<file path="src/hw/rtl/fca_pkg.sv">
// Shared types and codes for the allocation table block.
// No dependencies.
package fca_pkg;

    localparam int BLOCK_W  = 10;
    localparam int STATUS_W = 2;
    localparam int OPCODE_W = 3;
    localparam int INDEX_LIMIT = 1024;

    typedef enum logic [OPCODE_W-1:0] {
        OP_FORMAT = 3'd0,
        OP_ALLOC  = 3'd1,
        OP_LINK   = 3'd2,
        OP_FREE   = 3'd3,
        OP_NEXT   = 3'd4
    } opcode_t;

    typedef enum logic [STATUS_W-1:0] {
        ST_OK   = 2'd0,
        ST_FULL = 2'd1,
        ST_END  = 2'd2
    } status_t;

    typedef enum logic [2:0] {
        S_IDLE,
        S_FMT,
        S_ALLOC,
        S_LINK,
        S_FREE,
        S_NEXT
    } state_t;

    typedef struct packed {
        logic [BLOCK_W-1:0] block_index;
        status_t            status;
    } result_t;

endpackage

</file>
<file path="src/hw/rtl/fca_seq.sv">
// Operation sequencer: format sweep, allocate scan, link, chain free, lookup.
// Depends on fca_pkg; drives the link table RAM.
module fca_seq #(
    parameter int BLOCK_COUNT           = 1024,
    parameter int LINKS_PER_TABLE_BLOCK = 512
) (
    input  logic                                  clk,
    input  logic                                  rst_n,
    input  logic                                  start,
    input  logic [fca_pkg::OPCODE_W-1:0]          opcode,
    input  logic [fca_pkg::BLOCK_W-1:0]           block_a,
    input  logic [fca_pkg::BLOCK_W-1:0]           block_b,
    output logic                                  busy,
    output logic                                  ram_we,
    output logic [$clog2(BLOCK_COUNT)-1:0]        ram_waddr,
    output logic [$clog2(BLOCK_COUNT+2)-1:0]      ram_wdata,
    output logic [$clog2(BLOCK_COUNT)-1:0]        ram_raddr,
    input  logic [$clog2(BLOCK_COUNT+2)-1:0]      ram_rdata,
    output logic                                  res_valid,
    output fca_pkg::result_t                      res
);

    localparam int AW = $clog2(BLOCK_COUNT);
    localparam int EW = $clog2(BLOCK_COUNT + 2);
    localparam int HW = $clog2(BLOCK_COUNT + 1);
    localparam int TABLE_BLOCKS =
        (BLOCK_COUNT + LINKS_PER_TABLE_BLOCK - 1) / LINKS_PER_TABLE_BLOCK;
    localparam int LIMIT = (BLOCK_COUNT < fca_pkg::INDEX_LIMIT) ?
        BLOCK_COUNT : fca_pkg::INDEX_LIMIT;
    localparam int FMT_HINT = (TABLE_BLOCKS + 2 < BLOCK_COUNT) ?
        TABLE_BLOCKS + 2 : BLOCK_COUNT;

    localparam logic [EW-1:0] UNUSED_V = EW'(BLOCK_COUNT);
    localparam logic [EW-1:0] EOC_V    = EW'(BLOCK_COUNT + 1);
    localparam logic [HW-1:0] LAST_IDX = HW'(BLOCK_COUNT - 1);
    localparam logic [HW-1:0] TBL_END  = HW'(TABLE_BLOCKS);
    localparam logic [HW-1:0] ROOT_IDX = HW'(TABLE_BLOCKS + 1);

    fca_pkg::state_t state_reg, state_next;
    logic [HW-1:0]   ptr_reg, ptr_next;
    logic [HW-1:0]   hint_reg, hint_next;
    logic            chk_v_reg, chk_v_next;
    logic [AW-1:0]   chk_addr_reg, chk_addr_next;

    logic            a_ok;
    logic            b_ok;
    logic [EW-1:0]   fmt_value;

    assign a_ok = (32'(block_a) < BLOCK_COUNT);
    assign b_ok = (32'(block_b) < BLOCK_COUNT);
    assign busy = (state_reg != fca_pkg::S_IDLE);

    // format image of entry ptr_reg
    always_comb
    begin
        priority if (ptr_reg == '0)
            fmt_value = EOC_V;
        else if (ptr_reg < TBL_END)
            fmt_value = EW'(ptr_reg) + EW'(1);
        else if (ptr_reg == TBL_END || ptr_reg == ROOT_IDX)
            fmt_value = EOC_V;
        else
            fmt_value = UNUSED_V;
    end

    always_ff @(posedge clk or negedge rst_n)
    begin
        if (!rst_n)
        begin
            state_reg    <= fca_pkg::S_IDLE;
            ptr_reg      <= '0;
            hint_reg     <= '0;
            chk_v_reg    <= 1'b0;
            chk_addr_reg <= '0;
        end
        else
        begin
            state_reg    <= state_next;
            ptr_reg      <= ptr_next;
            hint_reg     <= hint_next;
            chk_v_reg    <= chk_v_next;
            chk_addr_reg <= chk_addr_next;
        end
    end

    always_comb
    begin
        state_next    = state_reg;
        ptr_next      = ptr_reg;
        hint_next     = hint_reg;
        chk_v_next    = chk_v_reg;
        chk_addr_next = chk_addr_reg;
        ram_we        = 1'b0;
        ram_waddr     = chk_addr_reg;
        ram_wdata     = UNUSED_V;
        ram_raddr     = AW'(block_a);
        res_valid     = 1'b0;
        res.block_index = '0;
        res.status      = fca_pkg::ST_OK;

        unique case (state_reg)
            fca_pkg::S_IDLE:
            begin
                if (start)
                begin
                    unique case (fca_pkg::opcode_t'(opcode))
                        fca_pkg::OP_FORMAT:
                        begin
                            ptr_next   = '0;
                            state_next = fca_pkg::S_FMT;
                        end
                        fca_pkg::OP_ALLOC:
                        begin
                            ptr_next   = hint_reg;
                            chk_v_next = 1'b0;
                            state_next = fca_pkg::S_ALLOC;
                        end
                        fca_pkg::OP_LINK:
                        begin
                            if (a_ok && b_ok)
                            begin
                                ram_we        = 1'b1;
                                ram_waddr     = AW'(block_a);
                                ram_wdata     = EW'(block_b);
                                chk_addr_next = AW'(block_b);
                                state_next    = fca_pkg::S_LINK;
                            end
                            else
                            begin
                                res_valid = 1'b1;
                            end
                        end
                        fca_pkg::OP_FREE:
                        begin
                            if (a_ok)
                            begin
                                chk_addr_next = AW'(block_a);
                                state_next    = fca_pkg::S_FREE;
                            end
                            else
                            begin
                                res_valid = 1'b1;
                            end
                        end
                        fca_pkg::OP_NEXT:
                        begin
                            if (a_ok)
                            begin
                                state_next = fca_pkg::S_NEXT;
                            end
                            else
                            begin
                                res_valid  = 1'b1;
                                res.status = fca_pkg::ST_END;
                            end
                        end
                        default:
                        begin
                            res_valid = 1'b1;
                        end
                    endcase
                end
            end

            fca_pkg::S_FMT:
            begin
                ram_we    = 1'b1;
                ram_waddr = AW'(ptr_reg);
                ram_wdata = fmt_value;
                if (ptr_reg == LAST_IDX)
                begin
                    res_valid  = 1'b1;
                    hint_next  = HW'(FMT_HINT);
                    state_next = fca_pkg::S_IDLE;
                end
                else
                begin
                    ptr_next = ptr_reg + HW'(1);
                end
            end

            // reads issued back to back; each read is checked in the following cycle
            fca_pkg::S_ALLOC:
            begin
                if (chk_v_reg && ram_rdata == UNUSED_V)
                begin
                    ram_we          = 1'b1;
                    ram_waddr       = chk_addr_reg;
                    ram_wdata       = EOC_V;
                    res_valid       = 1'b1;
                    res.block_index = fca_pkg::BLOCK_W'(chk_addr_reg);
                    hint_next       = HW'(chk_addr_reg) + HW'(1);
                    state_next      = fca_pkg::S_IDLE;
                end
                else if (ptr_reg < HW'(LIMIT))
                begin
                    ram_raddr     = AW'(ptr_reg);
                    chk_v_next    = 1'b1;
                    chk_addr_next = AW'(ptr_reg);
                    ptr_next      = ptr_reg + HW'(1);
                end
                else
                begin
                    res_valid  = 1'b1;
                    res.status = fca_pkg::ST_FULL;
                    state_next = fca_pkg::S_IDLE;
                end
            end

            fca_pkg::S_LINK:
            begin
                ram_we     = 1'b1;
                ram_waddr  = chk_addr_reg;
                ram_wdata  = EOC_V;
                res_valid  = 1'b1;
                state_next = fca_pkg::S_IDLE;
            end

            // a chain never points at itself, so the write and the next read differ
            fca_pkg::S_FREE:
            begin
                if (ram_rdata == UNUSED_V)
                begin
                    res_valid  = 1'b1;
                    state_next = fca_pkg::S_IDLE;
                end
                else
                begin
                    ram_we    = 1'b1;
                    ram_waddr = chk_addr_reg;
                    ram_wdata = UNUSED_V;
                    if (HW'(chk_addr_reg) < hint_reg)
                    begin
                        hint_next = HW'(chk_addr_reg);
                    end
                    if (ram_rdata < UNUSED_V)
                    begin
                        ram_raddr     = AW'(ram_rdata);
                        chk_addr_next = AW'(ram_rdata);
                    end
                    else
                    begin
                        res_valid  = 1'b1;
                        state_next = fca_pkg::S_IDLE;
                    end
                end
            end

            fca_pkg::S_NEXT:
            begin
                res_valid  = 1'b1;
                state_next = fca_pkg::S_IDLE;
                if (ram_rdata < UNUSED_V)
                begin
                    res.block_index = fca_pkg::BLOCK_W'(ram_rdata);
                end
                else
                begin
                    res.status = fca_pkg::ST_END;
                end
            end

            default:
            begin
                state_next = fca_pkg::S_IDLE;
            end
        endcase
    end

endmodule

</file>
<file path="config.mk">
export PLATFORM = sky130hd
export DESIGN_NAME = fca_seq
export DESIGN_NICKNAME = d
export VERILOG_FILES = /design/src/hw/rtl/fca_pkg.sv /design/src/hw/rtl/fca_seq.sv
export SDC_FILE = /design/constraint.sdc
export NUM_CORES = 1
export LEC_CHECK = 0
export BUFFER_PORTS_ARGS = -buffer_cell sky130_fd_sc_hd__clkbuf_2
export CAP_MARGIN = 10
export CELL_PAD_IN_SITES_DETAIL_PLACEMENT = 2
export CELL_PAD_IN_SITES_GLOBAL_PLACEMENT = 2
export CORE_MARGIN = 3
export CORE_UTILIZATION = 32
export CTS_BUF_LIST = sky130_fd_sc_hd__clkbuf_4 sky130_fd_sc_hd__clkbuf_8
export DETAILED_ROUTE_END_ITERATION = 10
export PLACE_DENSITY = 0.81
export SYNTH_ARGS = -nofsm -noshare
export SYNTH_HDL_FRONTEND = slang
export SYNTH_SLANG_ARGS = --single-unit
</file>
<file path="constraint.sdc">
create_clock -name clk -period 2.94 [get_ports clk]
set_input_delay 0.441 -clock clk [delete_from_list [all_inputs] [get_ports clk]]
set_output_delay 0.441 -clock clk [all_outputs]
set_load 0.05 [all_outputs]
</file>
# --- Yosys cells after proc, flatten, opt, wreduce, memory -nomap -nowiden ---
# Index checks and enable logic that the tools add are counted.
totals:
  input_bits: 37
  word_cells: 123
  output_inout_bits: 46
  reg_bits: 36
classes:
  n_eq_ne: 28
  n_addsub: 2
  reduce_logical: 18
  mux: 66
  order_cmp: 4
op_table:
  columns: ["cell", "n"]
  rows:
  - ["$mux 11", 12]
  - ["$mux 10", 13]
  - ["$pmux 10 s2", 4]
  - ["$pmux 11 s3", 2]
  - ["$pmux 11 s4", 1]
  - ["$pmux 10 s3", 1]
  - ["$eq 11x2->1 const B", 2]
  - ["$lt 11x11->1 const B", 2]
  - ["$pmux 11 s2", 1]
  - ["$mux 1", 19]
  - ["$mux 3", 6]
  - ["$ne 2x2->1 const B", 9]
  - ["$pmux 3 s5", 1]
  - ["$reduce_and 5->1", 3]
  - ["$eq 3x2->1 const B", 4]
  - ["$pmux 3 s4", 1]
  - ["$reduce_bool 3->1", 4]
  - ["$add 10x1->11 const B", 1]
  - ["$add 11x1->11 const B", 1]
  - ["$eq 11x10->1 const B", 1]
  - ["$eq 11x11->1 const B", 1]
  - ["$logic_not 11->1", 1]
  - ["$lt 10x11->1", 1]
  - ["$lt 11x2->1 const B", 1]
  - ["19 further kinds", 26]

# --- Longest topological paths before layout ---
# Gate-level depths: netlist of the first run.
logic_depth:
  word_depth: 6
  ltp_mapped: 9
  ltp_nobuf: 8

# --- Worst setup path after synthesis of the first run ---
# Ideal clock, no wire load.
synth_path:
  path_kind: "register to output"
  from: "reg state_reg[0]"
  to: "out ram_we"
  path_stages_with_launch: 7
  arrival_ps: 2410
  path_slack_ps: 89
  path_buffers: 4
  required_ps: 2499
  cell_sequence: "dfrtp_1 -> buf_2 -> clkbuf_1 -> clkbuf_1 -> clkbuf_1 -> a31oi_1 -> o21ai_0"
synth_via:
  elab_chain_len: 3
  elab_cells_between_ends: 7
  cone_classes: "eq/ne (4); mux (1); reduce/logical (2)"
synth_lines:
  columns: ["item", "line", "text"]
  rows:
  - ["from (decl)", "fca_seq.sv:39", "fca_pkg::state_t state_reg, state_next;"]
  - ["from (signal assigned)", "fca_seq.sv:70", "state_reg <= fca_pkg::S_IDLE;"]
  - ["from (signal assigned)", "fca_seq.sv:78", "state_reg <= state_next;"]
  - ["$eq 3x1->1 / $eq 3x2->1 (equally long branches)", "fca_seq.sv:101", "unique case (state_reg)"]
  - ["$reduce_or 2->1 (no source line)", null, null]
  - ["$pmux 1 s4 (*)", "fca_seq.sv:101", null]
  - ["to (decl)", "fca_seq.sv:14", "output logic ram_we,"]
# Every way passes the cells marked *; elsewhere a longest branch is shown, timed or not.

# --- Worst setup path in the final report of the first run ---
layout_path:
  from: "reg state_reg[0]"
  to: "out ram_waddr[6]"
layout_via:
  elab_chain_len: 2
  elab_cells_between_ends: 3
  cone_classes: "eq/ne (1); mux (1); reduce/logical (1)"
layout_lines:
  columns: ["item", "line", "text"]
  rows:
  - ["$eq 3x1->1 / $logic_not 3->1 (equally long branches)", "fca_seq.sv:101", null]
  - ["$pmux 10 s2 (*)", "fca_seq.sv:101", null]
  - ["to (decl)", "fca_seq.sv:15", "output logic [$clog2(BLOCK_COUNT)-1:0] ram_waddr,"]
# Marks and branches as above.

==> metrics.md, run 1 <==
| Metric | Value |
|---|---|
| Slowest cell delay on critical path | 530 ps |
| Setup total negative slack | 0 ps |
| Yosys reg bits | 36 |
| Largest delay contributor family on the critical path | buffers and inverters |
| Worst path slowest cell | dfrtp_1 |
| Post-synth cell types | 54 |
| Max Slew Vio Count | 0 |
| Adder-cell share of the synthesized area | 4.64% |
| Worst Path Required | roughly 2500 ps |
| Clock transition at path regs | about 80 ps |
| IO Pins | 83 |
| CP bufs+invs | 4 |
| Non-Filler Instances | slightly below 700 |
| Starting Density | 33.5% |
| Crit path time final | around 2800 ps |
| All-layer global routing usage | 27.5% |
| Area delta synth->final | 31.9% |
| Worst-case clock buffer depth | 2 |
| Finished Core Util | 44.1% |
| CP Capture Type | output pin |
| CTS buffer count | 5 |
| DPL Wire Length | 12900 um |
| Pin count of the biggest net entering global routing | 37 |
| Core Footprint | 10500 sq um |
| Final hold vios | 0 |
| CTS tree | done |
| Compound-cell area share of the yosys netlist | 32.7% |
| Final period utilization | 96.3% |
| Startpoint type of the worst setup path | flop |
| Slew @ Worst Pin | ~1000 ps |
| Syn Inst Count | ~450 |
| Via/cell ratio | 6.28 |
| PwrDens | about 1100 nW/um^2 |
| Largest family of logic cells by synthesized area | compound AO/OA/AOI/OAI gates |
| Row count | 37 |
| Logic pwr share | 68.5% |
| Chip Width | 111 um |
| P_sw | 0.00281 W |
| Clk_lat worst skew | 310 ps |
| H-Tree Depth | 2 |
| Hold-fix buffers, CTS | 0 |
| DR DRC count | 0 |
| Xor/xnor share of the synthesized area | 0.750% |
| Skew final | slightly above 7 ps |
| Placed insts | 667 |
| Antenna Cells | 0 |
| RePlAce Congestion | 0.902 |
| GR Overflow Total | 0 |
| EDFF count, synth | 0 |
| Slew margin rel. | 32.4% |
| Share of cells above drive strength 1 | about 30% |
| Initial DRC count | 310 |
| Sw Ratio | 54.1% |
| Sequential area share after synthesis | approximately a quarter |
| Crit path max fanout | 8 |
| Via count | ~4200 |
| Synth async-reset ratio | 100% |
| Final antenna-violating net count | 0 |
| Crit path arrival time | about 2400 ps |
| DRT Pass-1 Iters | 6 |
| Syn avg cell area | just under 8 sq um |
| Crit-path cells | clkinv_1 -> nor3_1 -> buf_4 -> a222oi_1 -> inv_1 -> clkbuf_2 |
| Root Buffer | clkbuf_8 |
| Mux cell area share after synthesis | under 10% |
| Main synth FF type | dfrtp_1 |
| Max-cap violation count | 0 |
| Post-Route WL | 16900 um |
| VDD IR-drop max | 0.464 mV |
| RSZ-0062 raised after global routing | no |
| Highest clock rate | 353 MHz |
| Seq pwr share | between 10% and 20% |
| Post-Syn Area | 3500 sq um |
| Routed length per instance | 25.0 um |
| Fin nets | 588 |
| Net count after synthesis | 501 |
| Setup Viol. Count Final | 0 |
| Synth warn | 0 |
| Initial antenna violation count | 0 |
| Cell internal pwr | 0.00239 W |
| Critical path class | reg2out |
| Clock sink count | 36 |
| Die area | 12200 sq um |
| First-pass GRT wire length | 26900 um |
| Clk pwr share | 12.4% |
| Static Leak | 2.18 nW |
| Die Ht | approximately 110 um |
| Hold Crit Class | in2async |
| Vias in the first global route | ~4700 |
| Port buffer count | 82 |
| Status | finished clean |
| Simple logic cell fraction of the synthesized area | between 20% and 30% |
[cell families after synthesis]
group	after synthesis
and+or+nand+nor	140
xor gates and xnor gates	3
adders and majority gates	13
AOI/OAI and AO/OA	162
buffers and inverters	76
DFF	36
muxes	21
[synth_stat cells, types with 8 or more instances]
cell type	count	area share [%]
inv_1	35	3.8
ha_1	13	4.6
o21ai_0	27	3.9
dfrtp_1	36	26
a222oi_1	20	5.7
o22a_1	11	2.8
nand2_1	30	3.2
nor2_1	34	3.6
o31ai_1	21	4.5
nand4_1	8	1.4
and2_1	9	1.6
clkbuf_1	28	3.0
nor3_1	17	2.4
a31oi_1	11	2.0
and3_1	8	1.4
mux2i_1	8	2.3
a21oi_1	32	4.6
a22o_1	12	3.0
[power by group through the flow]
stage | registers, W | logic, W | clock network [W]
CTS | 0.000981 | 0.00353 | 0.000647
global route | 0.00102 | 0.00383 | 0.000670
finish | 0.000996 | 0.00356 | 0.000645
global placement | 0.000962 | 0.00334 | 0
floorplan | 0.000846 | 0.00226 | 0
detailed placement | 0.000980 | 0.00350 | 0
[per-layer routing]
metal,track usage [%],wire length (um)
met1,34.4,6980
met2,46.7,8240
met3,5.37,1190
met4,10.1,459
met5,0,0
[stage by stage]
stage	setup WS, ps	hold WS (ps)	cell area [sq um]	total power [W]
2_1_floorplan	89.4	145	3500	0.00310
3_3_place_gp	128	526	4430	0.00431
3_5_place_dp	32.6	531	4430	0.00448
4_1_cts	57.4	324	4600	0.00516
5_1_grt	2.28	359	4620	0.00552
6_report	108	292	4620	0.00520
[final cells by class]
class	count	area [sq um]
fill	1232	5840
multi-input combinational	339	2320
timing repair buffer	120	928
sequential	36	902
tap	136	170
inverter	36	135
clock inverter	3	90.1
clock buffer	5	68.8
[repair_timing]
item,4_1_cts,5_1_grt
endpoints found under the setup margin,9,22
buffers inserted,0,0
hold endpoints to repair,0,0
gates resized for setup,2,7
[worst paths after layout]
kind,end,startpoint,depth (start not counted),slack (ps)
min in group clk,state_reg[2],ram_rdata[10],3,490
worst min register to register,hint_reg[6],hint_reg[6],1,550
worst max-delay path,ram_waddr[6],state_reg[0],6,110
max in group asynchronous,state_reg[2],rst_n,1,1970
worst min-delay path,hint_reg[5],rst_n,1,290
worst max register to register,hint_reg[6],state_reg[0],7,340
[cell usage in the layout, fill, tap and decap left out, drive strengths merged, types with 11 or more instances in the layout]
master	instances
ha	13
nand2	30
a22o	12
a21oi	32
nor3	17
mux2	13
a31oi	11
dfrtp	36
nor2	34
buf	54
o31ai	21
o22a	11
o21ai	27
a222oi	20
inv	35
clkbuf	71
No activity file was read; power rests on OpenSTA's default activity.
==> run 2: changes to the inputs <==
--- a/config.mk
+++ b/config.mk
@@ -5,15 +5,16 @@
 export SDC_FILE = /design/constraint.sdc
 export NUM_CORES = 1
 export LEC_CHECK = 0
+export ABC_AREA = 1
 export BUFFER_PORTS_ARGS = -buffer_cell sky130_fd_sc_hd__clkbuf_2
 export CAP_MARGIN = 10
 export CELL_PAD_IN_SITES_DETAIL_PLACEMENT = 2
 export CELL_PAD_IN_SITES_GLOBAL_PLACEMENT = 2
 export CORE_MARGIN = 3
-export CORE_UTILIZATION = 32
+export CORE_UTILIZATION = 29
 export CTS_BUF_LIST = sky130_fd_sc_hd__clkbuf_4 sky130_fd_sc_hd__clkbuf_8
 export DETAILED_ROUTE_END_ITERATION = 10
-export PLACE_DENSITY = 0.81
+export PLACE_DENSITY = 0.8
 export SYNTH_ARGS = -nofsm -noshare
 export SYNTH_HDL_FRONTEND = slang
 export SYNTH_SLANG_ARGS = --single-unit
==> run 2 against run 1 <==
Compared with the run above: combinational power is 22% lower; first-iteration DRC count is 12% lower; sequential share of layout area increased by 1.8 points; worst hold slack better by 5.4 ps; sequential power decreased by 12%; flip-flop and latch count stayed put; cell area down 8.8%; global-route usage decreased by 1.0 points.
==> metrics.md, run 2 <==
| Metric | Value |
|---|---|
| Status | finished clean |
| Area share of the largest cell type after synthesis | 25.4% (-0.30 points) |
| CTS tree | done |
| Die area | 13600 sq um (+11%) |
| Core Footprint | 11700 sq um (+11%) |
| Static Leak | 2.20 nW (+0.57%) |
| Chip Width | 117 um (+5.4%) |
| EDFF count, synth | 0 (unchanged) |
| VDD IR-drop max | 0.276 mV (-40%) |
| Vias in the first global route | 4735 (+0.62%) |
| Antenna Cells | 0 (unchanged) |
| Post-Syn Area | 3540 sq um (+1.2%) |
| Final hold vios | 0 (unchanged) |
| DRT Pass-1 Iters | 5 (-1) |
| Max-cap violation count | 0 (unchanged) |
| Commonest non-fill, non-tap cell in the layout | nand2_1 |
| Startpoint type of the worst setup path | flop |
| Yosys reg bits | 36 (unchanged) |
| Syn Inst Count | 564 (+25%) |
| Routed length per instance | 22.6 um (-9.7%) |
| Post-route cell area | 4210 sq um (-8.8%) |
| Area delta synth->final | 18.9% |
| Max Slew Vio Count | 0 (unchanged) |
| Most area-consuming cells after synthesis | dfrtp_1, nand2_1, inv_1, nand3_1, o21ai_0 |
| Area leader, netlist | dfrtp_1 |
| Hold Crit Class | in2async |
| Final antenna-violating net count | 0 (unchanged) |
| Sequential area share after synthesis | 25.4% (-0.30 points) |
| Via/cell ratio | 5.64 (-10%) |
| Initial antenna violation count | 0 (unchanged) |
| RSZ-0062 raised after global routing | no |
| Met1 usage | 35.1% (+0.69 points) |
| Net count after synthesis | 614 (+23%) |
| Port buffer count | 82 (unchanged) |
| Commonest cells after routing, fill and taps aside | nand2_1, clkbuf_2, inv_1 |
| Slowest cell delay on critical path | 470 ps (-60 ps) |
| M2 GR Usage | 43.9% (-2.7 points) |
| Crit path arrival time | 2320 ps (-70 ps) |
| IO Pins | 83 (unchanged) |
| Setup Viol. Count Final | 0 (unchanged) |
| Initial DRC count | 273 (-12%) |
| Clk_lat worst skew | 300 ps (about the same) |
| Worst path slowest cell | dfrtp_1 |
| Slew margin rel. | 32.5% (+0.14 points) |
| Synth async-reset ratio | 100% (unchanged) |
| Most crowded layer after global routing | met2 |
| All-layer global routing usage | 26.4% (-1.0 points) |
| Count leader, synth | nand2_1 |
| CP Capture Type | output pin |
| CP bufs+invs | 3 (-1) |
| H-Tree Depth | 2 (unchanged) |
| Skew final | 10.6 ps (+3.49 ps) |
| Critical path class | reg2out |
| Highest clock rate | 362 MHz (+2.5%) |
| Final period utilization | 94.0% (-2.3 points) |
| Tot Pwr | 0.00403 W (-23%) |
| Root Buffer | clkbuf_8 |
| Crit path time final | 2760 ps (-68.2 ps) |
| Post-DP Area | 4110 sq um (-7.3%) |
| Pin count of the biggest net entering global routing | 37 (unchanged) |
| RePlAce Congestion | 0.987 (+9.4%) |
| Main synth FF type | dfrtp_1 |
| Crit-path cells | nor2_2 -> nand2_2 -> inv_2 -> nand3_4 -> inv_1 -> nand2_1 -> o211ai_1 -> clkbuf_2 |
| DPL Wire Length | 14500 um (+13%) |
| CTS buffer count | 5 (unchanged) |
| Clock transition at path regs | 80 ps (about the same) |
| Post-Route WL | 17800 um (+5.6%) |
| Largest delay contributor family on the critical path | buffers and inverters |
| Worst Path Required | 2500 ps (about the same) |
| Synth warn | 0 (unchanged) |
| Clock sink count | 36 (unchanged) |
| PwrDens | 956 nW/um^2 (-15%) |
| Slew @ Worst Pin | 1010 ps (-2.10 ps) |
| Via count | 4453 (+5.1%) |
| Fin nets | 695 (+18%) |
| Post-synth top cells | nand2_1, inv_1, nand3_1, o21ai_0, dfrtp_1 |
| Die Ht | 117 um (+5.4%) |
| Crit path max fanout | 18 (+10) |
| Worst-case clock buffer depth | 2 (unchanged) |
| GR Overflow Total | 0 (unchanged) |
| Syn avg cell area | 6.28 sq um (-19%) |
| Share of cells above drive strength 1 | 20.3% (-8.8 points) |
| DR DRC count | 0 (unchanged) |
| Post-synth cell types | 32 (-41%) |
| Setup bufs post-CTS | 0 (unchanged) |
| Met3 Usage GRT | 2.64% (-2.7 points) |
| Starting Density | 30.4% (-3.1 points) |
| Row count | 39 (+5.4%) |
| First-pass GRT wire length | 27300 um (+1.3%) |
[run 2: cell count changes in the layout (fill, tap and decap cells not counted), moves of 13 or more]
cell,change
nand2_1,+136
nand3_1,+51
inv_1,+41
buf_4,-21
o31ai_1,-21
a21oi_1,-20
a222oi_1,-20
clkbuf_2,+16
buf_12,-15
o221ai_1,+15
nand4_1,+13
[run 2: worst register-to-register path, delay by kind of cell, from the launching register on]
kind	cells	cell delay, ps
flops	1	490
fa+ha+maj	1	350
compound gates	2	260
simple gates	6	1070
[run 2: repair_timing]
action                     CTS  global route
gates cloned                 0             0
hold buffers                 0             0
setup endpoints to repair    1             4
gates resized for setup      1             2
[run 2: cell families (layout without fill, tap and decap cells)]
family                   after synthesis  count (layout)  synth area share, %
AO/OA/AOI/OAI                        104             104                 18.3
adder cells (fa/ha/maj)               13              13                 4.59
AND/OR/NAND/NOR                      302             302                 38.1
buffers and inverters                106             188                 12.8
flip-flops                            36              36                 25.4
XOR/XNOR                               3               3                0.742
[run 2: power by group]
| group | leakage (nW) | internal (W) | switching (W) |
|---|---|---|---|
| combinational | 1.67 | 0.000701 | 0.00206 |
| clock | 0.0493 | 0.000188 | 0.000209 |
| sequential | 0.476 | 0.000635 | 0.000242 |
| total | 2.20 | 0.00152 | 0.00251 |
[run 2: routing by layer]
layer / share of wire (%) / routed length, um
met5: 0 / 0
met4: 4.0 / 716
met3: 4.4 / 778
met2: 46 / 8190
met1: 46 / 8110
[run 2: per-stage QoR]
| step | setup TNS, ps | utilization, % | std cells | setup slack (ps) | hold WS (ps) |
|---|---|---|---|---|---|
| after global routing | 0 | 36.1 | 789 | 45.5 | 373 |
| final | 0 | 36.1 | 789 | 176 | 298 |
| after detailed placement | 0 | 35.2 | 781 | 320 | 466 |
| after global placement | 0 | 35.2 | 781 | 477 | 455 |
| after CTS | 0 | 36.1 | 789 | 104 | 332 |
| after floorplan | -246 | - | 564 | -123 | 145 |
[run 2: area by class of cell]
type                            instances  area, sq um
Tap cell                              143          179
Sequential cell                        36          901
Inverter                               82          308
Clock buffer                            7         83.8
Timing Repair Buffer                   98          531
Multi-Input combinational cell        422         2200
Fill cell                            1469         7450
Clock inverter                          1         8.76
[run 2: path summary, 6_finish.rpt]
check	start	end	slack [ps]	cells after the start
min in group clk	hint_reg[5]	hint_reg[5]	480	2
hold / removal	rst_n	ptr_reg[2]	300	1
hold reg to reg	hint_reg[5]	hint_reg[5]	480	2
setup / recovery	state_reg[2]	ram_raddr[2]	180	8
setup reg to reg	chk_addr_reg[6]	hint_reg[10]	670	9
max in group asynchronous	rst_n	state_reg[0]	2010	1
